$ cat src/design/cpns_pkg.sv
// ============================================================================
// cpns_pkg: shared types and constants
// Widths, result codes and helpers for the curve point Newton step datapath.
// ============================================================================
package cpns_pkg;

    // Default pipeline shape
    localparam int DIM_DEFAULT        = 3;
    localparam int SQRT_STEPS_DEFAULT = 4;   // root bits resolved per sqrt stage
    localparam int DIV_STEPS_DEFAULT  = 2;   // quotient bits resolved per divider stage

    // Fixed field widths
    localparam int COMP_W   = 32;            // Q16.16 component
    localparam int COEF_W   = 64;            // Q35.29 coefficient
    localparam int SQ_IN_W  = 62;            // discriminant is below 2^62
    localparam int ROOT_W   = 31;
    localparam int STEP_W   = 32;
    localparam int QUOT_W   = 32;            // quotient bits below the overflow bit
    localparam int FRAC_W   = 16;

    // Register indexes
    localparam logic [0:0] REG_ABS_FLOOR     = 1'd0;
    localparam logic [0:0] REG_REL_TOL_SHIFT = 1'd1;

    // Result codes
    localparam logic [2:0] CASE_TINY    = 3'd0;
    localparam logic [2:0] CASE_DEGEN   = 3'd1;
    localparam logic [2:0] CASE_T1T3    = 3'd2;
    localparam logic [2:0] CASE_T1T2    = 3'd3;
    localparam logic [2:0] CASE_NEGDISC = 3'd4;
    localparam logic [2:0] CASE_QUAD    = 3'd5;

    localparam logic signed [STEP_W-1:0] STEP_MAX = 32'sh7FFF_FFFF;
    localparam logic signed [STEP_W-1:0] STEP_MIN = 32'sh8000_0000;

    typedef struct packed {
        logic signed [COEF_W-1:0] t1;
        logic signed [COEF_W-1:0] t2;
        logic signed [COEF_W-1:0] t3;
        logic signed [COEF_W-1:0] t4;
    } coef_t;

    function automatic logic [COEF_W-1:0] mag64(input logic signed [COEF_W-1:0] x);
        logic [COEF_W-1:0] r;
        r = x[COEF_W-1] ? COEF_W'(-x) : COEF_W'(x);
        return r;
    endfunction

endpackage

$ cat src/design/cpns_isqrt.sv
// ============================================================================
// cpns_isqrt: pipelined integer square root
// Floor square root, STEPS root bits resolved per register stage.
// ============================================================================
module cpns_isqrt #(
    parameter int STEPS = cpns_pkg::SQRT_STEPS_DEFAULT
) (
    input  logic                          clk,
    input  logic                          en,
    input  logic [cpns_pkg::SQ_IN_W-1:0]  val,
    output logic [cpns_pkg::ROOT_W-1:0]   root
);

    localparam int IW  = cpns_pkg::SQ_IN_W;
    localparam int RW  = cpns_pkg::ROOT_W;
    localparam int NST = (RW + STEPS - 1) / STEPS;

    logic [IW-1:0] rem_reg  [NST];
    logic [RW-1:0] root_reg [NST];

    for (genvar g = 0; g < NST; g++)
    begin : g_stage
        logic [IW-1:0] rem_in, rem_next;
        logic [RW-1:0] root_in, root_next;

        if (g == 0)
        begin : g_first
            assign rem_in  = val;
            assign root_in = '0;
        end
        else
        begin : g_rest
            assign rem_in  = rem_reg[g-1];
            assign root_in = root_reg[g-1];
        end

        always_comb
        begin
            int j;
            logic [63:0] trial;
            rem_next  = rem_in;
            root_next = root_in;
            for (int s = 0; s < STEPS; s++)
            begin
                j = RW - 1 - (g * STEPS + s);
                if (j >= 0)
                begin
                    // (r + 2^j)^2 - r^2 = r*2^(j+1) + 2^(2j)
                    trial = (64'(root_next) << (j + 1)) | (64'(1) << (2 * j));
                    if (64'(rem_next) >= trial)
                    begin
                        rem_next  = IW'(64'(rem_next) - trial);
                        root_next = root_next | (RW'(1) << j);
                    end
                end
            end
        end

        always_ff @(posedge clk)
        begin
            if (en)
            begin
                rem_reg[g]  <= rem_next;
                root_reg[g] <= root_next;
            end
        end
    end

    assign root = root_reg[NST-1];

endmodule

$ cat config.mk
export PLATFORM = sky130hd
export DESIGN_NAME = cpns_isqrt
export DESIGN_NICKNAME = d
export VERILOG_FILES = /design/src/design/cpns_pkg.sv /design/src/design/cpns_isqrt.sv
export SDC_FILE = /design/constraint.sdc
export NUM_CORES = 2
export LEC_CHECK = 0
export BUFFER_PORTS_ARGS = -buffer_cell sky130_fd_sc_hd__buf_2
export CAP_MARGIN = 20
export CORE_ASPECT_RATIO = 0.75
export CORE_UTILIZATION = 30
export DETAILED_ROUTE_END_ITERATION = 8
export PLACE_DENSITY = 0.52
export SYNTH_ARGS = -nofsm -noshare
export SYNTH_HDL_FRONTEND = slang
export SYNTH_SLANG_ARGS = --single-unit
$ cat constraint.sdc
create_clock -name clk -period 18.85 [get_ports clk]
set_input_delay 2.8275 -clock clk [delete_from_list [all_inputs] [get_ports clk]]
set_output_delay 2.8275 -clock clk [all_outputs]
set_load 0.1 [all_outputs]
==> impl_metrics.json <==
{
  "synth_fp_nets": 8237,
  "vias_per_cell": 5.71,
  "htree_levels": 3,
  "coreArea_um2": 206000,
  "fin_worst_skew_ns": 0.0255,
  "worstSetupPathType": "reg2reg",
  "synth_fa_ha_area_share_pct": 10.9,
  "status": "complete, no violations",
  "synth_edf_count": 577,
  "hold_class": "reg2reg",
  "synth_warnings": 0,
  "rr_endpoint": "rem_reg[3][51]$_DFFE_PP_",
  "clk_path_buf_depth": 3,
  "seqCellArea_um2": 17300,
  "min_period_ns": 16.50,
  "max_slew_margin_pct": 14.2,
  "vias": 59615,
  "multiInputGateArea_um2": 42800,
  "route.met2.wl_um": 88700,
  "grt_max_degree": 129,
  "syn-cell-area_um2": 62400,
  "cp-start-kind": "flop",
  "grt_pass1_vias": 54352,
  "slowest_stage": "clkinv_1",
  "die_h_um": 397,
  "design.die.area_um2": 210000,
  "clock_sinks": 577,
  "antenna_found_initial": 16,
  "avgSynthCellArea_um2": 8.18,
  "ctsHoldBuffers": 0,
  "cp_data_arrival_time_ns": 16.88,
  "path_clk_slew_ns": 0.08,
  "rsz0062_at_grt": "false",
  "r2r_start": "root_reg[1][61]$_DFFE_PP_",
  "required_ns": 19.23,
  "largest_reg_flops": 434,
  "drive_gt1_share_pct": 5.73,
  "wl_met1_um": 126000,
  "max_stage_delay_ns": 0.73,
  "synth_top_family_by_area": "simple AND/OR/NAND/NOR gates",
  "finalHoldViolCount": 0,
  "ant_nets": 0,
  "cts_setup_buffers": 0,
  "port_buffers": 94,
  "setup_tns_ns": 0,
  "post_cts_resized": 0,
  "clock-root-buffer": "clkbuf_16",
  "maxUsedRoutingLayer": "met5",
  "max-cap-violations": 0,
  "first_pass_iters": 6,
  "area_growth_pct": 9.10,
  "crit_path_start": "root_reg[1][61]$_DFFE_PP_",
  "rows": 144,
  "cp_max_fo": 45,
  "slew_viol_final": 0,
  "max_freq_mhz": 60.6,
  "routed_wl_um": 238000,
  "ioPinCount": 95,
  "pre_cts_slack_ns": 2.60,
  "setup_viol": 0,
  "clk_latency_ns": 0.68,
  "endpoint": "rem_reg[3][51]$_DFFE_PP_",
  "async_reset_ff_share_pct": 0,
  "synth_xor_area_share_pct": 10.4,
  "start_util_pct": 30.3,
  "grt_pass1_wl_um": 352000,
  "synth_cell_types": 103,
  "overflow": 0,
  "period_share_pct": 87.5,
  "cts_tree": "built",
  "gp_congestion": 0.977,
  "tightest_slew_ns": 1.29,
  "grt_use_total_pct": 21.9,
  "nFillCells": 21626,
  "seq_area_frac_synth_pct": 27.7,
  "crit_path_end_kind": "flop",
  "reg2reg_depth": 62,
  "die_w_um": 529,
  "worst_slack_ns": 2.35,
  "crit_top_cell": "a21oi_1",
  "wl_per_cell_um": 22.8,
  "muxShareOfSynthArea_pct": 1.67,
  "synthesis.instances": 7629,
  "drt-initial-drc-count": 6164,
  "synth_simple_gate_area_share_pct": 23.0,
  "cts_buffers": 70,
  "synth-seq-cells": 577,
  "drc_errors": 0,
  "rrSetupSlack_ns": 2.35,
  "synth_compound_area_share_pct": 22.6,
  "num-nets-final": 8214,
  "dpl.hpwl_um": 197000,
  "route.met3.wl_um": 19500,
  "ys.flop_type": "edfxtp_1"
}
==> critical path, delay by kind of cell, from the launching register on <==
family | cells | cell delay, ns
compound gates | 30 | 7.02
xor+xnor | 2 | 0.35
fa+ha+maj | 4 | 1.51
buf+inv | 6 | 2.26
flops | 1 | 0.34
simple gates | 20 | 4.64
==> cells in the mapped netlist, types with 92 or more instances <==
| library cell | n | share of area, % |
|---|---|---|
| a21o_1 | 268 | 3.2 |
| nor2b_1 | 98 | 0.98 |
| nand4_1 | 170 | 1.7 |
| xnor2_1 | 466 | 6.5 |
| nand3_1 | 231 | 1.9 |
| a21oi_1 | 689 | 5.5 |
| nand2_1 | 678 | 4.1 |
| inv_1 | 350 | 2.1 |
| edfxtp_1 | 577 | 28 |
| nand2b_1 | 92 | 0.92 |
| nor4_1 | 153 | 1.5 |
| a31oi_1 | 98 | 0.98 |
| ha_1 | 544 | 11 |
| o21ai_0 | 441 | 3.5 |
| nor3_1 | 211 | 1.7 |
| clkbuf_1 | 192 | 1.2 |
| nor2_1 | 705 | 4.2 |
| xor2_1 | 275 | 3.9 |
==> worst min path at each step <==
stage	startpoint	end	slack, ns	depth (start not counted)
global placement	root_reg[1][52]$_DFFE_PP_	root_reg[1][83]$_DFFE_PP_	0.43	0
floorplan	root_reg[0][81]$_DFFE_PP_	root_reg[0][112]$_DFFE_PP_	0.43	0
CTS	rem_reg[0][30]$_DFFE_PP_	rem_reg[0][92]$_DFFE_PP_	0.43	0
detailed placement	rem_reg[1][22]$_DFFE_PP_	rem_reg[1][84]$_DFFE_PP_	0.44	0
global route	rem_reg[2][63]$_DFFE_PP_	rem_reg[3][1]$_DFFE_PP_	0.45	0
finish	rem_reg[0][32]$_DFFE_PP_	rem_reg[0][94]$_DFFE_PP_	0.43	0
==> cells in the final DEF, fill, tap and decap left out, drive strengths merged, types with 268 or more instances in the layout <==
| cell type | n |
|---|---|
| nor2 | 705 |
| a21oi | 689 |
| nand2 | 679 |
| edfxtp | 577 |
| ha | 544 |
| xnor2 | 466 |
| o21ai | 454 |
| inv | 368 |
| xor2 | 275 |
| a21o | 268 |
==> routing by layer <==
| metal | up-vias | global-route usage [%] |
|---|---|---|
| li1 | 28425 | - |
| met1 | 28755 | 35.6 |
| met2 | 2237 | 28.9 |
| met3 | 192 | 3.81 |
| met4 | 6 | 4.22 |
| met5 | - | 0 |
==> cells by family after synthesis <==
group,Yosys count
flops,577
mux,97
xor+xnor,741
simple gates,2854
compound gates,2211
buf+inv,605
fa+ha+maj,544
==> final cells by class <==
type / instances / share of cell area (%)
multi-input combinational: 6447 / 62.9
sequential: 577 / 25.4
tap: 2774 / 5.09
clock buffer: 79 / 2.62
inverter: 361 / 1.99
timing repair buffer: 149 / 1.34
clock inverter: 49 / 0.658
antenna: 3 / 0.0110
==> stage by stage <==
stage / cell area, um^2 / cells / hold WS [ns] / utilization, %
after global placement: 65900 / 10307 / 0.428 / 31.9
after CTS: 68100 / 10435 / 0.434 / 33.0
after detailed placement: 65900 / 10307 / 0.435 / 31.9
after global routing: 68100 / 10436 / 0.449 / 33.0
final: 68100 / 10439 / 0.431 / 33.1
after floorplan: 62400 / 7629 / 0.426 / -
Power is not shown: default switching activity piles up to over one toggle a cycle in this logic, so the estimate is an artifact.
